==> src/rtl/bffa_ram.sv <==
// Generic single-port RAM with registered read.
module bffa_ram #(
	parameter int WIDTH = 8,
	parameter int DEPTH = 16
) (
	input  logic                     clk,
	input  logic                     we,
	input  logic [$clog2(DEPTH)-1:0] addr,
	input  logic [WIDTH-1:0]         wdata,
	output logic [WIDTH-1:0]         rdata
);
	logic [WIDTH-1:0] mem_q [DEPTH];

	always_ff @(posedge clk) begin
		if (we) begin
			mem_q[addr] <= wdata;
		end
		rdata <= mem_q[addr];
	end
endmodule

==> config.mk <==
export PLATFORM = sky130hd
export DESIGN_NAME = bffa_ram
export DESIGN_NICKNAME = d
export VERILOG_FILES = /design/src/rtl/bffa_ram.sv
export SDC_FILE = /design/constraint.sdc
export NUM_CORES = 1
export LEC_CHECK = 0
export ABC_AREA = 1
export CAP_MARGIN = 30
export CORE_AREA = 2 2 123 125
export DETAILED_ROUTE_END_ITERATION = 12
export DIE_AREA = 0 0 125 127
export DONT_BUFFER_PORTS = 1
export GPL_TIMING_DRIVEN = 1
export SLEW_MARGIN = 40
export SYNTH_ARGS = -nofsm -noshare
export SYNTH_HDL_FRONTEND = slang
export SYNTH_SLANG_ARGS = --single-unit
==> constraint.sdc <==
create_clock -name clk -period 2.5 [get_ports clk]
set_input_delay 0.375 -clock clk [delete_from_list [all_inputs] [get_ports clk]]
set_output_delay 0.375 -clock clk [all_outputs]
set_load 0.1 [all_outputs]
# ---- After elaboration in Yosys (flattened, before gate mapping)
# Memory sizes are Yosys's and may differ from the RTL's. A register that Yosys moved wholly into a read port is not among the register bits.
# Index checks and enable logic that the tools add are counted.
dict set report op_classes {
  n_mux 2
}
# cell n
set ops {}
lappend ops {{2-to-1 mux 1 bit} 2}
dict set report word_totals {
  regBits 0
  ramBits 128
  input_bits 14
  output_inout_bits 8
  mem_count 1
}
# memory depth width rd rd_clocked_by_memory_dff write_ports line_no
set mem_list {}
lappend mem_list {mem_q 16 8 1 1 1 12} ;# logic [WIDTH-1:0] mem_q [DEPTH];

# ---- Longest topological paths before layout
dict set report depth {
  depth_word 2
  depth_mapped 11
  ltp_nobuf 9
}

# ---- Worst setup path after synthesis
# Ideal clock, no wire load.
dict set report synth_path {
  path_type {input-to-reg}
  startpoint {in addr[1]}
  endpoint {mem mem_q[3][0] (enable)}
  setup_time_ns 0.370
  t_arrival_ns 1.382
  required_ns 2.130
  slack_ns 0.748
  stages 4
  path_cell_list {buf_2 clkbuf_1 nand3_1 nor2_1}
}
# element line_no
set synth_rtl {}
lappend synth_rtl {{from (decl)} 8} ;# input logic [$clog2(DEPTH)-1:0] addr,
lappend synth_rtl {{to (decl)} 12}
# No word-level cell before the write port.

# ---- Worst setup path after layout
dict set report layout_path {
  startpoint {in addr[2]}
  endpoint {mem mem_q[6][7] (enable)}
}
# No word-level cell before the write port.

==> metrics.cfg <==
[worst_setup_path]
endpoint_kind = flip-flop
crit_start = addr[2]
r2r_start = mem_q[5][3]
worstPathRequired_ns = 2.55
critPathMaxFanout = 9
start_kind = input pin
cp.arrival_ns = 1.50
worstSetupPathType = input pin to flip-flop

[timing]
fmax_mhz = 687
period_minus_slack_ns = 1.46
finalClockSkew_ns = 0.00654
rsz0062_at_grt = false
finalCritPeriodShare_pct = 58.2
worst_pin_slew_ns = 0.693
slew_violations = 0
tns_ns = 0
setup_slack_ns = 1.04
slew-limit-headroom_pct = 53.7
finalSetupViolations = 0
finalHoldViolCount = 0

[die]
design.core.area_um2 = 14400
dieWidth_um = 125
die_y_um = 127
start_util_pct = 38.8
rows = 44
pin_count = 22
die_area_um2 = 15900

[logic_synthesis]
syn_avg_cell_area_um2 = 10.2
ys_top_cells_by_area = edfxtp_1 (69%), nand2_1 (23%), dfxtp_1 (2.9%)
synth_common_cells = nand2_1 (346), edfxtp_1 (128), inv_1 (21)
syn_area_um2 = 5590
ys.flop_type = edfxtp_1
yosysMostFrequentCell = nand2_1
synth_top_area_share_pct = 68.7
syn_inst = 548
yosysTopAreaCell = edfxtp_1
synth_edf_count = 128
ys_types = 11
synth-seq-cells = 136
syn-num-nets = 562
yosysSeqAreaShare_pct = 71.6
yosysWarnings = 0
async_flop_share_pct = 0

[drt]
ant_nets = 0
routed_via_density = 4.71
routedWlPerCell_um = 15.5
wirelength_um = 11800
remaining_drc_errors = 0
drt_iter0_markers = 195
dr.pass1.iters = 7
vias = 3588

[global_routing]
grt_pass1_wl_um = 19000
grt_max_degree = 68
antenna_found_initial = 0
grt_pass1_vias = 3675
grt-ovfl-total = 0
grtUsageTotal_pct = 15.8

[clocking]
cts_made_buffers = 17
clockRootBuffer = clkbuf_16
clk_latency_ns = 0.41
cts_hold_buf = 0
cts-resized-gates = 0
clockBufferDepth = 2
cts_tree = done
clk_pin_slew_worst_paths_ns = 0.05
h-tree-depth = 4
post_cts_buffers = 0
cts.sinks = 136

[cells_and_area]
drive_gt1_share_pct = 8.30
area_growth_pct = 14.6
nFillCells = 1358
num_antenna_cells = 0
nets = 579

[power]
peakVddDrop_v = 0.000426
p_leak_nw = 2.70
powerDensity_nw_per_um2 = 817

[placement]
portBuffers = 0
gp_congestion = 0.884
post-place-ws_ns = 0.606
dp_hpwl_um = 7370

[outcome]
outcome = finished, final reports clean

[run]
cap_violations = 0

[worst_hold_path]
hp-class = input pin to flip-flop
worstHoldStart = wdata[7]

-- worst max-delay path, cell delays in order --
cell    delay, ns
inv_1        0.03
nor2_1       0.37
inv_1        0.20
nor2_1       0.53
-- through the flow --
stage	hold slack, ns	util (%)	cells	power, mW	area (um2)
5_1_grt	0.0382	44.4	762	5.42	6410
2_1_floorplan	0.474	-	548	2.90	5590
4_1_cts	0.0420	44.4	762	5.28	6410
3_3_place_gp	0.475	40.6	730	2.95	5850
6_report	0.0544	44.4	762	5.24	6410
3_5_place_dp	0.475	40.6	730	2.95	5850
-- sequential cells by signal, summed over array words and instances (netlist names) --
name,count
mem_q,128
rdata,8
-- cells by family after synthesis --
| logic type | synth area share [%] |
|---|---|
| buffers and inverters | 3.62 |
| flip-flops | 71.6 |
| AND/OR/NAND/NOR | 24.8 |
-- cell type report --
cell class	count	area [um2]	area share, %
inverter	23	86.3	1.35
multi-input combinational	368	1390	21.6
sequential	136	4000	62.5
tap	184	230	3.59
clock inverter	15	136	2.13
timing repair buffer	19	143	2.22
clock buffer	17	425	6.64
-- worst paths after layout --
path,end,slack [ns],cells after the start
worst max-delay path,mem_q[6][7],1.04,4
worst min-delay path,mem_q[5][7],0.05,0
worst max register to register,rdata[3],1.46,8
worst min register to register,rdata[3],0.72,8
-- power by group --
group | internal [mW] | leakage [nW] | switching (mW)
Combinational | 0.0821 | 1.21 | 0.256
Clock | 1.44 | 0.261 | 0.890
Sequential | 2.55 | 1.22 | 0.0143
Total | 4.08 | 2.70 | 1.16
-- layout by cell type, fill, tap and decap left out --
master,instances
buf_4,19
bufinv_16,2
clkbuf_16,17
clkinv_1,5
clkinv_2,3
clkinv_4,1
clkinvlp_4,5
dfxtp_1,8
edfxtp_1,128
inv_1,21
inv_2,1
nand2_1,346
nand3_1,4
nor2_1,18
-- layer usage --
metal / vias up / wire (um) / track usage [%]
met1: 1704 / 5140 / 19.0
met5: - / 0 / 0
met4: 0 / 229 / 7.19
met3: 16 / 535 / 3.77
met2: 84 / 5880 / 27.0
li1: 1784 / - / -
(Power assumes the default switching activity.)
