$ cat src/rtl/bffa_pkg.sv
// Shared types and codes for the bitmap first-fit block allocator.
package bffa_pkg;
	localparam logic [1:0] ST_OK        = 2'd0;
	localparam logic [1:0] ST_BAD_SIZE  = 2'd1;
	localparam logic [1:0] ST_NO_RUN    = 2'd2;
	localparam logic [1:0] ST_NOT_FOUND = 2'd3;
	localparam logic OP_ALLOC = 1'b0;
	localparam logic OP_FREE  = 1'b1;
	localparam int unsigned PCT_SCALE = 100;
	localparam int unsigned PCT_W     = 7;
endpackage

$ cat src/rtl/bffa_pct_div.sv
// Restoring divider for the fragmentation percent, one quotient bit a cycle.
module bffa_pct_div #(
	parameter int CW = 11
) (
	input  logic                    clk,
	input  logic                    arst_n,
	input  logic                    start,
	input  logic [CW-1:0]           num,
	input  logic [CW-1:0]           den,
	output logic                    done,
	output logic [bffa_pkg::PCT_W-1:0] quo
);
	import bffa_pkg::*;
	localparam int NW = CW + 7;
	localparam int QB = NW;
	logic [NW-1:0] num_q;
	logic [CW:0]   rem_q;
	logic [CW-1:0] den_q;
	logic [$clog2(QB+1)-1:0] cnt_q;
	logic busy_q;
	logic [CW+1:0] trial;
	logic [NW-1:0] scaled;

	// 100*x = 64x + 32x + 4x
	assign scaled = ({7'd0, num} << 6) + ({7'd0, num} << 5) + ({7'd0, num} << 2);
	assign trial = {rem_q, num_q[NW-1]} - {2'b00, den_q};
	assign quo = num_q[PCT_W-1:0];

	always_ff @(posedge clk or negedge arst_n) begin
		if (!arst_n) begin
			busy_q <= 1'b0;
			done <= 1'b0;
			cnt_q <= '0;
		end else begin
			done <= 1'b0;
			if (start) begin
				busy_q <= (den != '0);
				done <= (den == '0);
				cnt_q <= '0;
			end else if (busy_q) begin
				cnt_q <= cnt_q + 1'b1;
				if (cnt_q == ($bits(cnt_q))'(QB - 1)) begin
					busy_q <= 1'b0;
					done <= 1'b1;
				end
			end
		end
	end

	always_ff @(posedge clk) begin
		if (start) begin
			num_q <= (den == '0) ? '0 : scaled;
			rem_q <= '0;
			den_q <= den;
		end else if (busy_q) begin
			if (!trial[CW+1]) begin
				rem_q <= trial[CW:0];
				num_q <= {num_q[NW-2:0], 1'b1};
			end else begin
				rem_q <= {rem_q[CW-1:0], num_q[NW-1]};
				num_q <= {num_q[NW-2:0], 1'b0};
			end
		end
	end
endmodule

$ cat config.mk
export PLATFORM = sky130hd
export DESIGN_NAME = bffa_pct_div
export DESIGN_NICKNAME = d
export VERILOG_FILES = /design/src/rtl/bffa_pkg.sv /design/src/rtl/bffa_pct_div.sv
export SDC_FILE = /design/constraint.sdc
export NUM_CORES = 1
export LEC_CHECK = 0
export BUFFER_PORTS_ARGS = -buffer_cell sky130_fd_sc_hd__buf_2
export CAP_MARGIN = 20
export CORE_MARGIN = 2
export CORE_UTILIZATION = 60
export DETAILED_ROUTE_END_ITERATION = 10
export PLACE_DENSITY = 0.81
export SETUP_SLACK_MARGIN = 0.05
export SYNTH_ARGS = -nofsm -noshare
export SYNTH_HDL_FRONTEND = slang
export SYNTH_SLANG_ARGS = --single-unit
$ cat constraint.sdc
create_clock -name clk -period 5.45 [get_ports clk]
set_input_delay 1.635 -clock clk [delete_from_list [all_inputs] [get_ports clk]]
set_output_delay 1.635 -clock clk [all_outputs]
set_load 0.02 [all_outputs]
### Yosys cells after proc, flatten, opt, wreduce, memory -nomap -nowiden

Cells that the tools add are included.
Widths: inputs -> output; s select.

* register bits: 48
* bits in latches: 0
* bits in writable memories: 0
* bits in read-only memories: 0
* bits of input ports: 25
* output and inout port bits: 8
* logic and storage cells: 27
* memories kept: 0

* $add $sub $neg: 4
* multiply operators: 0
* div/mod/pow operators: 0
* order comparisons: 0
* equality and inequality tests: 1
* shifts and indexed selects: 0
* muxes and demuxes: 13
* bitwise operators: 0
* reductions and logical operators: 3

Operators with widths (number)
* $mux 18: 3
* $add 17x16->18: 1
* $add 18x13->18: 1
* $sub 13x11->13: 1
* $mux 12: 1
* $logic_not 11->1: 1
* $reduce_bool 11->1: 1
* $mux 5: 2
* $mux 1: 7
* $add 5x1->5 const B: 1
* $eq 5x5->1 const B: 1
* $reduce_bool 2->1: 1

### Depth between registers and ports, before layout

Gate-level depths: netlist of run 1.

* depth in word-level cells: 4
* mapped depth: 10
* gate-level depth less buffers: 9

### Worst setup path before layout of run 1

OpenSTA, ideal clock, no wires.

* path kind: input port to flip-flop
* from: input num[0]
* to: register num_q[14], data pin
* setup time: 0.274 ns
* arrival: 3.725 ns
* required time: 5.176 ns
* slack: 1.452 ns
* stages on the path: 9
* path buffers: 0
* cells stage by stage: fa_1 > ha_1 > fa_1 > a21o_1 > a21oi_1 > o211ai_1 > a31oi_1 > xor2_1 > o22ai_1

* word-level cells in the longest chain between the ends: 4

RTL lines
* start: declaration: line bffa_pct_div.sv:8 `input logic [CW-1:0] num,`
* $add 17x16->18: line bffa_pct_div.sv:25 `assign scaled = ({7'd0, num} << 6) + ({7'd0, num} << 5) + ({7'd0, num} << 2);`
* $add 18x13->18 (*): line bffa_pct_div.sv:25
* $mux 18 (*): line bffa_pct_div.sv:52 `num_q <= (den == '0) ? '0 : scaled;`
* $mux 18 (*): line bffa_pct_div.sv:51 `if (start) begin`
* end signal: assignment: line bffa_pct_div.sv:52
* end signal: assignment: line bffa_pct_div.sv:58 `num_q <= {num_q[NW-2:0], 1'b1};`
* end signal: assignment: line bffa_pct_div.sv:61 `num_q <= {num_q[NW-2:0], 1'b0};`
* end: declaration: line bffa_pct_div.sv:16 `logic [NW-1:0] num_q;`

Every way passes the cells marked *; elsewhere a longest branch is shown, timed or not.
A chain may end at the register's enable or synchronous reset.

### Final worst setup path of run 1

Ends and elaborated chain as after synthesis.

==> insert_results.sql, run 1 <==
INSERT INTO impl_metrics (metric_group, metric, value, unit) VALUES
('status', 'run_status', 'finished clean', ''),
('synthesis', 'synth_top_family_by_area', 'compound AO/OA/AOI/OAI gates', ''),
('synthesis', 'synth_simple_gate_area_share', '11.4', '%'),
('job', 'total_of_max_cap_violations', '0', ''),
('power_and_ir_drop', 'p_per_area', '386', 'mW/mm^2'),
('floorplan', 'floorplan.die_area', '0.00610', 'sq mm'),
('power_and_ir_drop', 'proportion_of_total_power_due_to_net_switching', '38.7', '%'),
('setup_path', 'worst_setup_path_end_kind', 'flip-flop', ''),
('grt', 'first_global_vias', '2300', ''),
('final_layout', 'layout-drive-gt1-share', '14.7', '%'),
('route', 'residual_drc', '0', ''),
('final_layout', 'finalCoreUtilization', '68.4', '%'),
('synthesis', 'synth_cells', '327', ''),
('clocking', 'number_of_instances_resized_during_post_cts_repair', '0', ''),
('setup_path', 'reg2reg_from', 'num_q[17]', ''),
('place', 'placed_wire_length_estimate', '4760', 'um'),
('timing', 'finalHoldViolCount', '0', ''),
('final_layout', 'finish.net_count', '414', ''),
('floorplan', 'core', '0.00520', 'sq mm'),
('timing', 'rsz0062_at_grt', 'false', ''),
('synthesis', 'yosys_register_bits', '48', ''),
('clocking', 'reg_clk_slew_reported_paths', '90', 'ps'),
('synthesis', 'postSynth.asyncResetShare', '14.6', '%'),
('power_and_ir_drop', 'combinationalPowerShare', '45.9', '%'),
('floorplan', 'ios', '33', ''),
('route', 'drt.antenna.violating_nets', '0', ''),
('clocking', 'cts_made_buffers', '5', ''),
('grt', 'grt_antenna_before_repair', '0', ''),
('synthesis', 'synth_xor_xnor_area_share', '4.79', '%'),
('power_and_ir_drop', 'p_int', '0.843', 'mW'),
('floorplan', 'initial_core_util', '63.3', '%'),
('floorplan', 'chipWidth', '78.1', 'um'),
('clocking', 'cts.root.buffer_cell', 'sky130_fd_sc_hd__clkbuf_8', ''),
('clocking', 'h_tree_levels', '2', ''),
('synthesis', 'synth.area.mux_share', '1.52', '%'),
('synthesis', 'synth.avg_cell_area', '10.1', 'sq um'),
('synthesis', 'netlist-cell-type-count', '59', ''),
('place', 'dp_cells', '414', ''),
('synthesis', 'yosys_top_cell_area_share', '26.4', '%'),
('synthesis', 'synth_compound_gate_area_share', '20.3', '%'),
('setup_path', 'critical_path_class', 'input port to flip-flop', ''),
('timing', 'worst-slew-pin-transition', '848', 'ps'),
('timing', 'final_min_period_over_clock_period', '74.0', '%'),
('timing', 'drv_slew', '0', ''),
('timing', 'maxClockFrequency', '0.248', 'GHz'),
('place', 'placement.io_buffers', '32', ''),
('setup_path', 'worst-endpoint-required', '5490', 'ps'),
('route', 'dr.first_iter.drc_count', '115', ''),
('synthesis', 'ys_top_cells_by_area', 'sky130_fd_sc_hd__edfxtp_1 (26%), sky130_fd_sc_hd__ha_1 (11%), sky130_fd_sc_hd__dfxtp_1 (7.3%), sky130_fd_sc_hd__fa_1 (5.5%), sky130_fd_sc_hd__dfrtp_1 (5.3%)', ''),
('synthesis', 'ys_seq_area_share', '39.0', '%'),
('grt', 'grt_max_degree', '32', ''),
('synthesis', 'synthesis_warnings', '0', ''),
('clocking', 'cts_hold_buffers', '0', ''),
('route', 'wl_per_cell', '14.9', 'um'),
('place', 'routability_driven_placement_congestion_ratio', '0.907', ''),
('route', 'firstDrtPassIters', '4', ''),
('setup_path', 'worst-endpoint-arrival', '4070', 'ps'),
('timing', 'worst_slew_margin_rel', '43.4', '%'),
('clocking', 'max-clock-path-buffers', '2', ''),
('clocking', 'post-cts-setup-buffers', '0', ''),
('route', 'totalWireLength', '6290', 'um'),
('power_and_ir_drop', 'leakagePower', '1.57', 'nW'),
('route', 'avgViaCountPerCell', '5.91', ''),
('timing', 'fin_setup_tns', '0', 'ps'),
('timing', 'setup_violations', '0', ''),
('clocking', 'cts_tree', 'built', ''),
('setup_path', 'crit-reg2reg-capture', 'rem_q[4]', ''),
('timing', 'final.min_clock_period', '4040', 'ps'),
('synthesis', 'synthAdderAreaFrac', '16.1', '%'),
('synthesis', 'mappedNetlistNets', '389', ''),
('synthesis', 'synth_area', '0.00329', 'sq mm');
[per-stage QoR]
stage	setup slack (ps)	hold WS (ps)	power [mW]	cell area, sq um
2_1_floorplan	1450	453	1.04	3290
3_3_place_gp	1190	495	1.14	3460
3_5_place_dp	1080	499	1.16	3460
4_1_cts	1410	511	1.37	3550
5_1_grt	1340	544	1.47	3560
6_report	1410	512	1.38	3560
[power groups by stage]
stage / clock network (mW) / registers [mW] / logic [mW]
6_report: 0.217 / 0.527 / 0.631
5_1_grt: 0.232 / 0.539 / 0.703
4_1_cts: 0.217 / 0.526 / 0.628
3_5_place_dp: 0 / 0.533 / 0.622
3_3_place_gp: 0 / 0.532 / 0.604
2_1_floorplan: 0 / 0.511 / 0.534
[critical path, cell delays in order]
cell,delay (ps)
sky130_fd_sc_hd__buf_2,130
sky130_fd_sc_hd__fa_1,480
sky130_fd_sc_hd__ha_1,260
sky130_fd_sc_hd__fa_1,420
sky130_fd_sc_hd__a21o_1,200
sky130_fd_sc_hd__a21oi_1,270
sky130_fd_sc_hd__o211ai_1,180
sky130_fd_sc_hd__a31oi_1,240
sky130_fd_sc_hd__xor2_1,190
sky130_fd_sc_hd__o22ai_1,80
[routing by layer]
layer,up-vias,GRT usage (%),part of all wire (%)
met5,-,0,0
met3,9,3.10,3.2
met4,0,5.26,0.91
li1,1237,-,-
met1,1200,32.6,50
met2,55,34.3,46
[layout by cell type, fill, tap and decap left out, types with 7 or more instances in the layout]
| cell type | count |
|---|---|
| sky130_fd_sc_hd__inv_1 | 35 |
| sky130_fd_sc_hd__buf_2 | 32 |
| sky130_fd_sc_hd__dfrtp_1 | 7 |
| sky130_fd_sc_hd__xnor2_1 | 7 |
| sky130_fd_sc_hd__ha_1 | 28 |
| sky130_fd_sc_hd__o22ai_1 | 11 |
| sky130_fd_sc_hd__o21ai_0 | 18 |
| sky130_fd_sc_hd__nor2_1 | 25 |
| sky130_fd_sc_hd__a211oi_1 | 10 |
| sky130_fd_sc_hd__xor2_1 | 11 |
| sky130_fd_sc_hd__nand2_1 | 19 |
| sky130_fd_sc_hd__fa_1 | 9 |
| sky130_fd_sc_hd__edfxtp_1 | 29 |
| sky130_fd_sc_hd__dfxtp_1 | 12 |
| sky130_fd_sc_hd__a21oi_1 | 11 |
[sequential cells by signal, summed over array words and instances, names as in the netlist]
signal	flops
num_q	18
rem_q	12
den_q	11
cnt_q	5
busy_q	1
done	1
[final cells by class]
| type | instances | area (sq um) |
|---|---|---|
| clock inverter | 3 | 22.5 |
| timing repair buffer | 34 | 175 |
| fill | 407 | 1640 |
| sequential | 48 | 1290 |
| multi-input combinational | 228 | 1790 |
| clock buffer | 5 | 68.8 |
| inverter | 35 | 131 |
| tap | 70 | 87.6 |
[logic make-up after synthesis]
family,count (synthesis)
compound gates,93
simple gates,75
buf+inv,51
flops,48
fa+ha+maj,37
xor+xnor,18
mux,5
[worst min-delay path by stage]
| stage | startpoint | end | slack [ps] | cells after the start |
|---|---|---|---|---|
| after floorplan | rem_q[2] | rem_q[2] | 450 | 2 |
| after global placement | rem_q[3] | rem_q[3] | 490 | 2 |
| after detailed placement | rem_q[6] | rem_q[6] | 500 | 2 |
| after CTS | rem_q[6] | rem_q[6] | 510 | 2 |
| after global routing | rem_q[6] | rem_q[6] | 540 | 2 |
| final | rem_q[6] | rem_q[6] | 510 | 2 |
Note: power is estimated with default switching activity, not from simulation.
==> run 2: changes to the inputs <==
- clock period: 5.45 -> 3.9 ns (I/O delays scaled with it)
==> run 2 against run 1 <==
Die area unchanged. Critical path type unchanged. Utilization increased by 0.84 points. Largest power group unchanged. Hold slack got worse by 2.7 ps. Combinational power increased by 40%. Routed wire length decreased by 0.65%. Final cell count increased by 0.24%. Clock power increased by 78%. Power increased by 45%. Critical endpoint unchanged. First-iteration DRC count increased by 28%.
==> insert_results.sql, run 2 (same netlist as run 1, synthesis figures left out) <==
INSERT INTO impl_metrics (metric_group, metric, value, unit) VALUES
('status', 'run_status', 'finished clean', ''),
('grt', 'grt_pass1_wl', '10900', 'um'),
('clocking', 'number_of_instances_resized_during_post_cts_repair', '0', ''),
('power_and_ir_drop', 'total_switching_power', '0.742', 'mW'),
('power_and_ir_drop', 'clockPowerShare', '19.3', '%'),
('route', 'totalWireLength', '6250', 'um'),
('clocking', 'tritoncts_num_sinks', '48', ''),
('setup_path', 'critical_path_class', 'input port to flip-flop', ''),
('timing', 'finalHoldViolCount', '0', ''),
('final_layout', 'antenna-diode-count', '0', ''),
('floorplan', 'initial_core_util', '63.3', '%'),
('final_layout', 'largest-register', 'num_q', ''),
('clocking', 'cts_hold_buffers', '0', ''),
('timing', 'drv_slew', '0', ''),
('floorplan', 'chipWidth', '78.1', 'um'),
('timing', 'worst-slew-pin-transition', '807', 'ps'),
('floorplan', 'floorplan.die_area', '0.00610', 'sq mm'),
('route', 'avgViaCountPerCell', '5.92', ''),
('place', 'routability_driven_placement_congestion_ratio', '0.897', ''),
('place', 'placed_wire_length_estimate', '4710', 'um'),
('final_layout', 'number_of_flip_flops_under_the_largest_register_name', '18', ''),
('setup_path', 'reg2reg_from', 'num_q[17]', ''),
('grt', 'grt.overflow.total', '0', ''),
('floorplan', 'std_cell_rows', '26', ''),
('power_and_ir_drop', 'design_power_total', '2.00', 'mW'),
('power_and_ir_drop', 'p_int', '1.26', 'mW'),
('place', 'placement.io_buffers', '32', ''),
('final_layout', 'final.fill_count', '407', ''),
('grt', 'grtUsageTotal', '22.3', '%'),
('setup_path', 'cpMostUsedCell', 'sky130_fd_sc_hd__fa_1', ''),
('clocking', 'cts_made_buffers', '5', ''),
('setup_path', 'max_stage_delay', '480', 'ps'),
('final_layout', 'largestRegisters', 'num_q (18), rem_q (12), den_q (11)', ''),
('route', 'dr.first_iter.drc_count', '147', ''),
('hold_path', 'timing.hold.worst.start', 'rem_q[5]', ''),
('route', 'wl_per_cell', '14.7', 'um'),
('setup_path', 'worst-endpoint-arrival', '3570', 'ps'),
('clocking', 'h_tree_levels', '2', ''),
('power_and_ir_drop', 'irDropWorstVdd', '0.000402', 'V'),
('timing', 'setup_violations', '0', ''),
('timing', 'maxClockFrequency', '0.284', 'GHz'),
('timing', 'final.min_clock_period', '3530', 'ps'),
('route', 'firstDrtPassIters', '4', ''),
('timing', 'fin_setup_tns', '0', 'ps'),
('grt', 'grt_antenna_before_repair', '0', ''),
('floorplan', 'ios', '33', ''),
('clocking', 'reg_clk_slew_reported_paths', '90', 'ps'),
('power_and_ir_drop', 'seq_power_share', '36.7', '%'),
('timing', 'worst_clk_skew', '11.6', 'ps'),
('setup_path', 'startpoint', 'num[0]', ''),
('setup_path', 'worstPathCellList', 'buf_2 > fa_1 > ha_1 > fa_1 > a21o_1 > a21oi_1 > o211ai_1 > a31oi_1 > xor2_1 > o22ai_1', ''),
('setup_path', 'element_type_at_the_critical_path_start', 'input port', ''),
('hold_path', 'min-delay-path-class', 'flip-flop to flip-flop', ''),
('clocking', 'cts_tree', 'built', ''),
('final_layout', 'finish.net_count', '415', ''),
('setup_path', 'critical-path-slowest-cell', 'sky130_fd_sc_hd__fa_1', ''),
('power_and_ir_drop', 'leakagePower', '1.59', 'nW'),
('route', 'drt.antenna.violating_nets', '0', ''),
('timing', 'final_min_period_over_clock_period', '90.4', '%'),
('grt', 'first_global_vias', '2438', ''),
('final_layout', 'area_growth', '9.46', '%'),
('setup_path', 'worst-endpoint-required', '3950', 'ps'),
('floorplan', 'core', '0.00520', 'sq mm'),
('power_and_ir_drop', 'combinationalPowerShare', '44.0', '%'),
('clocking', 'cts.root.buffer_cell', 'sky130_fd_sc_hd__clkbuf_8', ''),
('grt', 'grt_max_degree', '27', ''),
('final_layout', 'layout-drive-gt1-share', '15.0', '%'),
('floorplan', 'die_height', '78.1', 'um'),
('power_and_ir_drop', 'proportion_of_total_power_due_to_net_switching', '37.1', '%'),
('route', 'residual_drc', '0', ''),
('job', 'total_of_max_cap_violations', '0', ''),
('clocking', 'max-clock-path-buffers', '2', ''),
('setup_path', 'worst_setup_path_end_kind', 'flip-flop', ''),
('route', 'detailed_route_via_count', '2508', ''),
('final_layout', 'most-common-layout-cells', 'sky130_fd_sc_hd__inv_1 (35), sky130_fd_sc_hd__buf_2 (32), sky130_fd_sc_hd__edfxtp_1 (29)', ''),
('timing', 'worst_slew_margin_rel', '46.1', '%'),
('power_and_ir_drop', 'p_per_area', '554', 'mW/mm^2'),
('final_layout', 'finalCoreUtilization', '69.3', '%'),
('final_layout', 'most_common_cell_after_layout_fill_and_taps_aside', 'sky130_fd_sc_hd__inv_1', ''),
('timing', 'rsz0062_at_grt', 'false', ''),
('clocking', 'post-cts-setup-buffers', '0', ''),
('clocking', 'clkLatencyLatePin', '310', 'ps'),
('setup_path', 'path_max_fanout', '3', '');
==> run 2: cell types whose count changed in the layout (fill, tap and decap cells not counted), sizes merged <==
cell    before  now
clkbuf       5    7
clkinv       2    0
buf         34   35
==> run 2: through the flow <==
stage	hold WS [ps]	instances	setup slack (ps)	area, sq um
3_3_place_gp	490	416	130	3480
5_1_grt	536	424	239	3610
6_report	509	424	373	3610
2_1_floorplan	453	327	367	3290
4_1_cts	511	424	376	3610
3_5_place_dp	488	416	54.4	3480
==> run 2: routing by layer <==
metal	wire length (um)	track usage, %
met5	0	0
met4	53	3.68
met3	250	4.37
met2	2940	36.4
met1	3010	31.6
==> run 2: worst paths after layout <==
check	endpoint	slack (ps)	depth (start not counted)
min in group asynchronous	busy_q	670	1
min reg2reg	rem_q[5]	510	2
min	rem_q[5]	510	2
max in group asynchronous	cnt_q[3]	3080	1
max reg2reg	rem_q[4]	1160	9
max	num_q[14]	370	10
==> run 2: power groups by stage <==
stage	sequential (mW)	clock [mW]	combinational, mW
floorplan	0.715	0	0.746
global placement	0.739	0	0.852
detailed placement	0.741	0	0.872
CTS	0.731	0.390	0.879
global route	0.746	0.412	0.984
finish	0.733	0.386	0.881
==> run 2: critical path: cells and delay by family <==
kind | cells | cell delay [ps]
buf+inv | 1 | 120
xor+xnor | 1 | 160
compound gates | 5 | 960
fa+ha+maj | 3 | 1150
==> run 2: final cells by class <==
class	count	area (sq um)	share of cell area, %
Tap cell	70	87.6	2.43
Multi-Input combinational cell	228	1790	49.7
Timing Repair Buffer	35	183	5.07
Clock inverter	1	8.76	0.243
Clock buffer	7	119	3.30
Inverter	35	131	3.64
Sequential cell	48	1290	35.7
